<file path="config.mk">
export PLATFORM = sky130hd
export DESIGN_NAME = hmas_front
export DESIGN_NICKNAME = d
export VERILOG_FILES = /design/src/design/hmas_pkg.sv /design/src/design/hmas_front.sv
export SDC_FILE = /design/constraint.sdc
export NUM_CORES = 1
export LEC_CHECK = 0
export ABC_AREA = 1
export ABC_CLOCK_PERIOD_IN_PS = 9500
export BUFFER_PORTS_ARGS = -buffer_cell sky130_fd_sc_hd__buf_2
export CAP_MARGIN = 40
export CORE_MARGIN = 1.5
export CORE_UTILIZATION = 43
export DETAILED_ROUTE_END_ITERATION = 12
export PLACE_DENSITY = 0.82
export SLEW_MARGIN = 40
export SYNTH_ARGS = -nofsm -noshare
export SYNTH_HDL_FRONTEND = slang
export SYNTH_SLANG_ARGS = --single-unit
</file>
<file path="constraint.sdc">
create_clock -name clk -period 9.5 [get_ports clk]
set_input_delay 0 -clock clk [delete_from_list [all_inputs] [get_ports clk]]
set_output_delay 0 -clock clk [all_outputs]
set_load 0.005 [all_outputs]
</file>
<file path="src/design/hmas_pkg.sv">
package hmas_pkg;

  // Default geometry
  localparam int CLASS_COUNT_DEF = 8;
  localparam int WORD_COUNT_DEF  = 256;

  // Field widths
  localparam int DATA_W  = 32;
  localparam int SEL_W   = 3;
  localparam int WIDX_W  = 8;
  localparam int DIST_W  = 14;
  localparam int POP_W   = 6;

  // Saturation ceiling of each distance accumulator
  localparam logic [DIST_W-1:0] DIST_MAX = '1;

  // Operation codes
  localparam logic OP_LOAD  = 1'b0;
  localparam logic OP_QUERY = 1'b1;

  // Depth of the queue between front and back
  localparam int QUEUE_DEPTH = 4;

  // Popcount masks
  localparam logic [31:0] M1  = 32'h5555_5555;
  localparam logic [31:0] M2  = 32'h3333_3333;
  localparam logic [31:0] M4  = 32'h0F0F_0F0F;
  localparam logic [31:0] H01 = 32'h0101_0101;

  // Command handed from front to back
  typedef struct packed {
    logic              load;
    logic              accum;
    logic              emit;
    logic [SEL_W-1:0]  cls;
    logic [WIDX_W-1:0] widx;
    logic [DATA_W-1:0] data;
  } hmas_cmd_t;

  // Count set bits of a 32-bit word
  function automatic logic [POP_W-1:0] popcount32(input logic [31:0] v);
    logic [31:0] a;
    logic [31:0] b;
    logic [31:0] c;
    logic [31:0] p;
    a = v - ((v >> 1) & M1);
    b = (a & M2) + ((a >> 2) & M2);
    c = (b + (b >> 4)) & M4;
    p = c * H01;
    return p[29:24];
  endfunction

endpackage

</file>
<file path="src/design/hmas_front.sv">
module hmas_front #(
  parameter int CLASS_COUNT = hmas_pkg::CLASS_COUNT_DEF,
  parameter int WORD_COUNT  = hmas_pkg::WORD_COUNT_DEF
) (
  input  logic                      clk,
  input  logic                      rst_n,
  input  logic                      in_valid,
  output logic                      in_ready,
  input  logic                      in_operation,
  input  logic [hmas_pkg::SEL_W-1:0]  in_class_sel,
  input  logic [hmas_pkg::WIDX_W-1:0] in_word_index,
  input  logic [hmas_pkg::DATA_W-1:0] in_data_word,
  input  logic                      in_last_word,
  output logic                      cmd_valid,
  input  logic                      cmd_ready,
  output hmas_pkg::hmas_cmd_t       cmd
);
  import hmas_pkg::*;

  logic      fr_valid_r;
  logic      fr_valid_nxt;
  hmas_cmd_t fr_cmd_r;
  hmas_cmd_t cls_cmd;
  logic      is_query;
  logic      cls_ok;
  logic      widx_ok;
  logic      cmd_live;
  logic      in_beat;

  // Classify the incoming beat
  always_comb begin
    is_query      = (in_operation == OP_QUERY);
    cls_ok        = 32'(in_class_sel) < CLASS_COUNT;
    widx_ok       = 32'(in_word_index) < WORD_COUNT;
    cls_cmd.load  = !is_query && cls_ok && widx_ok;
    cls_cmd.accum = is_query && widx_ok;
    cls_cmd.emit  = is_query && in_last_word;
    cls_cmd.cls   = in_class_sel;
    cls_cmd.widx  = in_word_index;
    cls_cmd.data  = in_data_word;
    cmd_live      = cls_cmd.load || cls_cmd.accum || cls_cmd.emit;
  end

  assign in_ready = !fr_valid_r || cmd_ready;
  assign in_beat  = in_valid && in_ready;

  // Hold a command until the queue takes it; drop beats with no effect
  always_comb begin
    fr_valid_nxt = fr_valid_r;
    if (fr_valid_r && cmd_ready) begin
      fr_valid_nxt = 1'b0;
    end
    if (in_beat) begin
      fr_valid_nxt = cmd_live;
    end
  end

  always_ff @(posedge clk) begin
    if (!rst_n) begin
      fr_valid_r <= 1'b0;
    end else begin
      fr_valid_r <= fr_valid_nxt;
    end
  end

  always_ff @(posedge clk) begin
    if (in_beat) begin
      fr_cmd_r <= cls_cmd;
    end
  end

  assign cmd_valid = fr_valid_r;
  assign cmd       = fr_cmd_r;

endmodule

</file>
* After elaboration in Yosys (flattened, before gate mapping)
Cells that the tools add are included.
** Cells by class
- Reductions and logical operators :: 7
- Multiplexer cells :: 2
** Operators by type and width (count)
- logical AND 1 bit :: 3
- logical NOT 1 bit :: 2
- two-way mux 1 bit :: 2
- nonzero test 2 bit :: 1
- logical OR 1 bit :: 1
** Word-level totals
- Logic and storage cells :: 16
- Output and inout bits :: 48
- Input bits :: 49
- Register bits :: 47

* Depth between registers and ports, before layout
- Depth in word-level cells :: 4
- Mapped depth :: 3
- Depth with buffers taken out :: 3

* Worst setup path after synthesis
Ideal clock, no wire load.
- Path type :: reg-to-reg
- Start point :: register fr_valid_r (netlist: cmd_valid)
- End point :: register fr_cmd_r, in the netlist cmd[0], enable pin
- Setup slack :: 6424 ps
- Arrival time :: 2612 ps
- Cell stages (with the launch flop) :: 2
- Required time :: 9035 ps
- Cells stage by stage :: dfxtp_1 -> a21oi_1
** On the way
- Longest elaborated chain between the ends :: 3
** RTL lines
- start: declaration :: RTL line hmas_front.sv:20 : logic fr_valid_r;
- start signal: assignment :: RTL line hmas_front.sv:62 : fr_valid_r <= fr_valid_nxt;
- logical NOT 1 bit :: RTL line hmas_front.sv:44 : assign in_ready = !fr_valid_r || cmd_ready;
- logical OR 1 bit :: RTL line hmas_front.sv:44
- logical AND 1 bit :: RTL line hmas_front.sv:45 : assign in_beat = in_valid && in_ready;
- end signal: assignment :: RTL line hmas_front.sv:68 : fr_cmd_r <= cls_cmd;
- end: declaration :: RTL line hmas_front.sv:22 : hmas_cmd_t fr_cmd_r;
No other way between the ends.
A chain may end at the register's enable or synchronous reset.

* Worst setup path after layout
- Start point :: register fr_valid_r (netlist: cmd_valid)
- End point :: register fr_cmd_r, in the netlist cmd[28], enable pin
The elaborated chain is that of the path after synthesis.

==> results.md <==
- Status: finished clean
- Tot GR Track Use: 0.200
- Period utilisation layout: 0.145
- Fin crit period: 1380 ps
- Wirelength per Cell: 14.5 um
- Initial antenna violation count: 0
- Sequential power share: 0.566
- Number of I/O port buffers: 96
- Clk buf depth: 2
- Slew @ Worst Pin: 568 ps
- TritonCTS Sinks: 47
- Post-CTS Repair Setup Buffers: 0
- Core area: 3130 um2
- Die area: 3710 um2
- Psw: 0.0812 mW
- Hpwl dp: 1.91 mm
- Yosys cell types: 8
- Largest net degree at the start of global routing: 47
- Worst-path clk slew: 120 ps
- Drt via density: 4.31
- Static leakage: 1.12 nW
- Inst Count DP: 197
- TritonCTS clock tree: yes
- Layout overhead on the synthesized area: 78.0%
- Register area share after synthesis: 0.971
- Ant. Diodes: 0
- Gpl congestion: 0.612
- #FFs+latches synth: 47
- Synth top area cells: edfxtp_1, dfxtp_1, inv_1, a21oi_2, nand2_2
- Synth Area per Inst: 25.8 um2
- Switch share: 0.188
- Initial core utilization: 0.462
- Max Slew Vio Count: 0
- Via count: 1085
- Met3 usage: 0.0618
- Hold WS: 312 ps
- Crit-path max FO: 46
- Required @ worst endpoint: 9490 ps
- Cells after synthesis: 56
- Internal power: 0.352 mW
- Crit path DAT: 1370 ps
- Setup-failing EPs final: 0
- Maxcap violations: 0
- Rows: 20
- Final core occ: 0.822
- Leading area contributor after synthesis: edfxtp_1
- F_max: 0.725 GHz
- Grt total ovfl: 0
- Number of global-route vias before repair: 1101
- Detailed Route WL: 3.66 mm
- Power per cell area: 169 nW/um2
- Post-Layout Cell Count: 252
- Startpoint types: flop
- Hold Path Class: input pin to output port
- DRC viols: 0
- Worst-Skew Late Latency: 340 ps
- Synth warnings: 0
- Post_cts resized: 0
- Slew Limit Headroom: 0.621
- Final hold viol count: 0
- H-Tree Depth: 2
- Critical path class: flop to flop
- Worst setup EP type: flop
- Final #Nets: 256
- Layer with the highest usage: met2
- Antenna Nets Post-Route: 0
- Clock skew: 5.94 ps
- Hold_buf cts: 47
- Top-area cell type share of the netlist area: 0.957
- Cts bufs inserted: 5
- Met2 GRT Util: 0.364
- Die height: 60.9 um
- Pre-Repair DR Iteration Count: 4
- Syn Nets: 105
- Logic gate share of total power: 0.105
- Setup TNS: 0 ps
- Ports: 97
- Die width: 60.9 um
- Root cell of the clock tree: clkbuf_4
- GR Util met1: 0.211
- Clk pwr share: 0.329
- IR Drop Worst-Case VDD: 125 uV
- Synthesized area: 1440 um2
- First-pass GRT wire length: 4.94 mm
- RSZ-0062 raised after global routing: false
- DRT iter0 DRCs: 41
- Layout cell share with drive strength beyond 1: 0.519
-- final timing paths --
kind | from | endpoint | slack, ps | cells past startpoint
worst max-delay path | cmd_valid | cmd[28] | 8120 | 2
worst max register to register | cmd_valid | cmd[28] | 8120 | 2
worst min-delay path | cmd_ready | in_ready | 310 | 4
worst min register to register | cmd_valid | cmd[21] | 1030 | 2
-- registers in the layout, indices dropped and copies added, names as in the netlist --
name and cells:
cmd 46, cmd_valid 1
-- critical path, stage by stage (launching register included) --
cell and delay (ps):
dfxtp_1 380, a21oi_4 150, buf_4 470
-- placed cells by master, fill, tap and decap left out --
cell type      netlist  final
a21oi_2              1      1
a21oi_4              0      1
buf_2                0     96
buf_4                0      1
bufinv_16            0      2
clkbuf_1             0      1
clkbuf_4             0      5
dfxtp_1              1      1
dlygate4sd3_1        0     47
edfxtp_1            46     46
inv_1                4      4
inv_2                1      1
nand2_1              1      1
nand2_2              1      1
-- logic make-up after synthesis --
family / Yosys count / share of synthesized area
buffers and inverters: 5 / 0.0130
AO/OA/AOI/OAI: 2 / 0.00953
flip-flops: 47 / 0.971
AND/OR/NAND/NOR: 2 / 0.00693
-- metal layers --
metal	up-vias	share of wire
met5	-	0
met4	0	0.022
met3	8	0.077
met2	68	0.52
met1	495	0.38
li1	514	-
-- cell type report --
cell class	count	area (um2)
clock buffer	6	41.3
clock inverter	2	60.1
multi-input combinational	4	35.0
tap	44	55.1
inverter	5	18.8
timing repair buffer	144	958
fill	146	558
sequential	47	1400
-- metrics by stage --
stage	power, mW	setup WS [ps]	instance area, um2
2_1_floorplan	0.257	6420	1440
3_3_place_gp	0.278	8200	2000
3_5_place_dp	0.279	8150	2000
4_1_cts	0.432	8130	2570
5_1_grt	0.448	8070	2570
6_report	0.433	8120	2570
-- cells in the mapped netlist (all sizes together) --
library cell  instances
edfxtp               46
inv                   5
a21oi                 2
nand2                 2
dfxtp                 1
-- power by group through the flow --
stage	Sequential (mW)	Combinational, mW	Clock, mW
after CTS	0.245	0.0444	0.143
after floorplan	0.252	0.00464	0
after global placement	0.249	0.0285	0
after detailed placement	0.250	0.0294	0
after global routing	0.246	0.0494	0.152
final	0.245	0.0454	0.142
(Power assumes the default switching activity.)
