File: config.mk
export PLATFORM = sky130hd
export DESIGN_NAME = hmas_queue
export DESIGN_NICKNAME = d
export VERILOG_FILES = /design/src/design/hmas_pkg.sv /design/src/design/hmas_queue.sv
export SDC_FILE = /design/constraint.sdc
export NUM_CORES = 1
export LEC_CHECK = 0
export ABC_AREA = 1
export BUFFER_PORTS_ARGS = -buffer_cell sky130_fd_sc_hd__buf_2
export CELL_PAD_IN_SITES_DETAIL_PLACEMENT = 1
export CELL_PAD_IN_SITES_GLOBAL_PLACEMENT = 2
export CORE_AREA = 5 5 163 165
export DETAILED_ROUTE_END_ITERATION = 16
export DIE_AREA = 0 0 168 170
export PLACE_DENSITY = 0.68
export SYNTH_ARGS = -nofsm -noshare
export SYNTH_HDL_FRONTEND = slang
export SYNTH_SLANG_ARGS = --single-unit
File: constraint.sdc
create_clock -name clk -period 7 [get_ports clk]
set_clock_uncertainty 0.05 [all_clocks]
set_input_delay 0.7 -clock clk [delete_from_list [all_inputs] [get_ports clk]]
set_output_delay 0.7 -clock clk [all_outputs]
set_load 0.01 [all_outputs]
File: src/design/hmas_pkg.sv
package hmas_pkg;

  // Default geometry
  localparam int CLASS_COUNT_DEF = 8;
  localparam int WORD_COUNT_DEF  = 256;

  // Field widths
  localparam int DATA_W  = 32;
  localparam int SEL_W   = 3;
  localparam int WIDX_W  = 8;
  localparam int DIST_W  = 14;
  localparam int POP_W   = 6;

  // Saturation ceiling of each distance accumulator
  localparam logic [DIST_W-1:0] DIST_MAX = '1;

  // Operation codes
  localparam logic OP_LOAD  = 1'b0;
  localparam logic OP_QUERY = 1'b1;

  // Depth of the queue between front and back
  localparam int QUEUE_DEPTH = 4;

  // Popcount masks
  localparam logic [31:0] M1  = 32'h5555_5555;
  localparam logic [31:0] M2  = 32'h3333_3333;
  localparam logic [31:0] M4  = 32'h0F0F_0F0F;
  localparam logic [31:0] H01 = 32'h0101_0101;

  // Command handed from front to back
  typedef struct packed {
    logic              load;
    logic              accum;
    logic              emit;
    logic [SEL_W-1:0]  cls;
    logic [WIDX_W-1:0] widx;
    logic [DATA_W-1:0] data;
  } hmas_cmd_t;

  // Count set bits of a 32-bit word
  function automatic logic [POP_W-1:0] popcount32(input logic [31:0] v);
    logic [31:0] a;
    logic [31:0] b;
    logic [31:0] c;
    logic [31:0] p;
    a = v - ((v >> 1) & M1);
    b = (a & M2) + ((a >> 2) & M2);
    c = (b + (b >> 4)) & M4;
    p = c * H01;
    return p[29:24];
  endfunction

endpackage

File: src/design/hmas_queue.sv
module hmas_queue (
  input  logic                clk,
  input  logic                rst_n,
  input  logic                push_valid,
  output logic                push_ready,
  input  hmas_pkg::hmas_cmd_t push_cmd,
  output logic                pop_valid,
  input  logic                pop_ready,
  output hmas_pkg::hmas_cmd_t pop_cmd
);
  import hmas_pkg::*;

  localparam int PW = $clog2(QUEUE_DEPTH);
  localparam int CNTW = $clog2(QUEUE_DEPTH + 1);

  hmas_cmd_t       q_mem [QUEUE_DEPTH];
  logic [PW-1:0]   wr_ptr_r;
  logic [PW-1:0]   rd_ptr_r;
  logic [CNTW-1:0] count_r;
  logic            do_push;
  logic            do_pop;

  assign push_ready = (count_r != CNTW'(QUEUE_DEPTH));
  assign pop_valid  = (count_r != '0);
  assign do_push    = push_valid && push_ready;
  assign do_pop     = pop_valid && pop_ready;
  assign pop_cmd    = q_mem[rd_ptr_r];

  // Advance pointers and occupancy
  always_ff @(posedge clk) begin
    if (!rst_n) begin
      wr_ptr_r <= '0;
      rd_ptr_r <= '0;
      count_r  <= '0;
    end else begin
      if (do_push) begin
        wr_ptr_r <= (wr_ptr_r == PW'(QUEUE_DEPTH - 1)) ? '0 : wr_ptr_r + 1'b1;
      end
      if (do_pop) begin
        rd_ptr_r <= (rd_ptr_r == PW'(QUEUE_DEPTH - 1)) ? '0 : rd_ptr_r + 1'b1;
      end
      if (do_push && !do_pop) begin
        count_r <= count_r + 1'b1;
      end else if (!do_push && do_pop) begin
        count_r <= count_r - 1'b1;
      end
    end
  end

  // Store the entry
  always_ff @(posedge clk) begin
    if (do_push) begin
      q_mem[wr_ptr_r] <= push_cmd;
    end
  end

endmodule

# Word-level counts from Yosys, hierarchy flattened
# Memories as Yosys holds them, arrays and structs flattened. A register that Yosys moved wholly into a read port is not among the register bits.
# Index checks and enable logic that the tools add are counted.
[totals]
mem_count = 1
mem_bits_rw = 184
out_inout_bits = 48
wordCells = 27
register_bits = 7
[memory_table]
columns = ["name", "words", "word_bits", "rd", "rd_ports_with_merged_regs", "wr", "line", "text"]
rows = [
  ["q_mem", 4, 46, 1, 1, 1, "hmas_queue.sv:16", "hmas_cmd_t q_mem [QUEUE_DEPTH];"],
]
[classes]
mux = 8
n_eq_ne = 3
n_reduce_logical = 8
add_sub_neg = 4
[op_table]
columns = ["cell", "count"]
rows = [
  ["2-to-1 mux 2 bit", 4],
  ["2-to-1 mux 3 bit", 2],
  ["adder 2 x 1 -> 2 bit (second input constant)", 2],
  ["== test 2 bit (second input constant)", 2],
  ["logical AND 1 bit", 4],
  ["adder 3 x 1 -> 3 bit (second input constant)", 1],
  ["inequality test 3 bit (second input constant)", 1],
  ["nonzero test 3 bit", 1],
  ["subtractor 3 x 1 -> 3 bit (second input constant)", 1],
  ["zero test 1 bit", 2],
  ["2-to-1 mux 1 bit", 2],
  ["nonzero test 2 bit", 1],
]

# Longest topological paths before layout
[depth]
ltp_word = 6
ltp_mapped = 13
ltp_nobuf = 13

# Worst setup path before layout
# OpenSTA, ideal clock, no wires.
[synth_path]
kind = "input to register"
start = "input push_valid"
end = "memory q_mem[0][0] in the netlist's numbering, enable pin"
path_buffers = 0
required_ps = 6500
arrival_time_ps = 2780
setup_slack_ps = 3720
cell_stages = 2
path_cell_list = "nand2_1 nor2_1"
[synth_between]
elab_chain_len = 3
[synth_rtl]
columns = ["element", "line", "text"]
rows = [
  ["start, declared", "hmas_queue.sv:4", "input logic push_valid,"],
  ["logical AND 1 bit", "hmas_queue.sv:25", "assign do_push = push_valid && push_ready;"],
  ["2-to-1 mux 1 bit", "hmas_queue.sv:52", "if (do_push) begin"],
  ["2-to-1 mux 1 bit (implied by the code)", "hmas_queue.sv:53", "q_mem[wr_ptr_r] <= push_cmd;"],
  ["end, declared", "hmas_queue.sv:16", ""],
]
# No other way between the ends.

==> qor.csv <==
stage,metric,value,unit
sta,fmax,245.7,MHz
logic_synthesis,Cells after Synth,515,
worst_setup_path,Worst Path Max Fanout,93,
cells_and_area,fill count,2657,
global_routing,first-pass GRT wire length,27270,µm
global_routing,global route overflow,0,
global_routing,largest net degree at the start of global routing,94,
global_routing,vias in the first global route,4923,
worst_setup_path,worst path cell trace,"clkinv_2, buf_4, o21ai_0, o22ai_1, buf_2",
cells_and_area,layout cells sized above 1,0.2242,
logic_synthesis,Cell variety after synth,20,
worst_hold_path,Hold Path Class,primary input to register,
floorplanning,starting density of the core,0.2938,
global_routing,Tot GR Track Use,0.1246,
cts,Clock Path Buffers,2,
cells_and_area,Final Non-Filler Cells,950,
floorplanning,die height,170,µm
cts,post-CTS setup buffers,0,
worst_setup_path,Crit path required time,6250,ps
cts,htree depth,4,
worst_setup_path,reg2reg start,count_r[1]$_SDFFE_PN0P_,
place,HPWL Detailed,9954,µm
worst_setup_path,R2R Path End,count_r[1]$_SDFFE_PN0P_,
floorplanning,Site Rows,58,
sta,endpoints failing hold,0,
routing,Detailed Route WL,17590,µm
worst_setup_path,Worst Reg-to-Reg Cells,9,
worst_setup_path,CP max stage cell,dfxtp_4,
logic_synthesis,Post-Syn Area,7313,µm²
cts,CTS Sinks,193,
place,Port Buf Inserts,97,
routing,Pre-Repair DR Iteration Count,4,
pwr,maximum vdd drop,0.1543,mV
logic_synthesis,Synth warnings,0,
worst_setup_path,max incr delay on CP,1000,ps
sta,"Min Clock Period, post-route",4071,ps
worst_hold_path,min-delay src,push_cmd[19],
sta,Worst Tran Pin Value,1044,ps
cts,CTS tree,built,
worst_hold_path,Hold Path Sink,q_mem[0][19]$_DFFE_PP_,
sta,final setup TNS,0,ps
worst_setup_path,Worst Setup Start Kind,register,
global_routing,initial antenna violation count,1,
run_status,outcome,"complete, no violations",
sta,final number of setup-violating endpoints,0,
routing,"antenna viol nets, final",0,
floorplanning,DIE WIDTH,168,µm
logic_synthesis,Syn Area/Cell,14.20,µm²
logic_synthesis,Yosys reg bits,193,
cts,clock buffer count from CTS,17,
worst_setup_path,register-to-register setup slack,4760,ps
sta,RSZ-0062 raised after global routing,false,
cts,clk root buf,clkbuf_16,
routing,DRT iter0 DRCs,236,
pwr,Pwr per Cell Area,380.7,nW/µm²
worst_setup_path,CP Class,register to output pin,
routing,DRC errors left,0,
worst_setup_path,crit path capture type,output pin,
logic_synthesis,share of the yosys chip area belonging to registers,0.7802,
sta,fin. max-slew vios,0,
sta,Final period util,0.5815,
pwr,Static Leak,3.012,nW
routing,drt via density,4.689,
worst_hold_path,Hold Crit Depth,1,
place,Post-Place Worst Slack,3280,ps
routing,routed vias,4455,
sta,Slew headroom,0.3038,
cells_and_area,Antenna diodes,0,
cells_and_area,number of nets in the layout,664,
run,max_cap viols,0,
cells_and_area,area grow syn2layout,18.58,%
sta,setup ws final,2929,ps
cts,hold-fix buffers at CTS,0,
logic_synthesis,Syn Nets,572,
sta,hold slack,439.1,ps
cts,Clock Latency Late Sink,420,ps
floorplanning,DIE AREA,28560,µm²
place,placed cells,918,
routing,routed len/inst,18.52,µm
floorplanning,Top Ports,98,
cts,post-CTS sizing,0,
place,GPL Wtd Cong,0.6727,
cts,"CTS clk-pin slew, worst paths",70,ps
pwr,Final Power,3.301,mW
floorplanning,core area,24890,µm²
worst_setup_path,"Data arrival, critical path",3320,ps
layout by cell type, fill, tap and decap left out, types with 4 or more instances in the layout:
cell type and instances:
buf_2 97, buf_4 5, clkbuf_16 17, dfxtp_1 7
edfxtp_1 184, ha_1 6, inv_1 15, inv_6 4
nand2_1 15, nor2_1 105, nor2_4 4, o21ai_0 60
o21ai_1 34, o22ai_1 46
routing by layer:
metal  vias to the layer above  track usage  share of wire
met3                        16      0.03647          0.046
met5                         -            0        0.00040
li1                       2085            -              -
met1                      2263       0.1537           0.44
met2                        89       0.2152           0.50
met4                         2      0.03282         0.0097
state kept, by name (all words and copies together), names as in the netlist, named ones only:
name,count
count_r,3
q_mem,184
rd_ptr_r,2
wr_ptr_r,2
logic make-up (layout without fill, tap and decap cells):
kind of cell / after synthesis / after routing / share of synthesized area
compound gates: 142 / 142 / 0.1050
simple gates: 127 / 127 / 0.06621
flops: 193 / 193 / 0.7802
fa+ha+maj: 7 / 7 / 0.01300
buf+inv: 46 / 151 / 0.03558
where the power goes:
| group | internal, mW | switching, mW |
|---|---|---|
| clock network | 0.535 | 0.428 |
| registers | 1.41 | 0.117 |
| logic | 0.280 | 0.531 |
| total | 2.23 | 1.08 |
stage by stage:
step / instance area [µm²] / utilization
finish: 8672 / 0.3484
global route: 8672 / 0.3484
CTS: 8672 / 0.3484
detailed placement: 8089 / 0.3250
global placement: 8089 / 0.3250
floorplan: 7313 / -
critical path: cells and delay by family (launching register included):
| family | cells | cell delay (ps) |
|---|---|---|
| buffers and inverters | 3 | 1420 |
| DFF | 1 | 1000 |
| AOI/OAI and AO/OA | 2 | 410 |
worst max path at each step:
stage / start / slack, ps / cells past startpoint / endpoint
final: register / 2930 / 5 / pop_cmd[38]
after global routing: register / 2580 / 5 / pop_cmd[38]
after CTS: register / 2820 / 5 / pop_cmd[43]
after detailed placement: register / 3280 / 5 / pop_cmd[43]
after global placement: register / 3340 / 5 / pop_cmd[43]
after floorplan: push_valid / 3720 / 2 / q_mem[0][0]$_DFFE_PP_
layout make-up:
| type | instances | area [µm²] | area share |
|---|---|---|---|
| Tap cell | 330 | 412.9 | 0.04761 |
| Sequential cell | 193 | 5710 | 0.6585 |
| Multi-Input combinational cell | 276 | 1378 | 0.1589 |
| Clock inverter | 13 | 150.1 | 0.01731 |
| Inverter | 17 | 65.06 | 0.007503 |
| Timing Repair Buffer | 102 | 523.0 | 0.06031 |
| Clock buffer | 19 | 432.9 | 0.04992 |
Yosys cell counts:
cell type,number,area share
a21oi_1,2,0.0014
buf_2,7,0.0048
buf_4,1,0.0010
buf_6,10,0.015
clkbuf_1,11,0.0056
clkinv_1,1,0.00051
dfxtp_1,9,0.025
edfxtp_1,184,0.76
fa_1,1,0.0027
ha_1,6,0.010
inv_1,15,0.0077
inv_2,1,0.00051
nand2_1,15,0.0077
nand3_1,1,0.00068
nand3b_1,1,0.0010
nand4_1,1,0.00086
nor2_1,109,0.056
o21ai_0,60,0.041
o21ai_1,34,0.023
o22ai_1,46,0.039
Power figures use the tool's default switching activity.
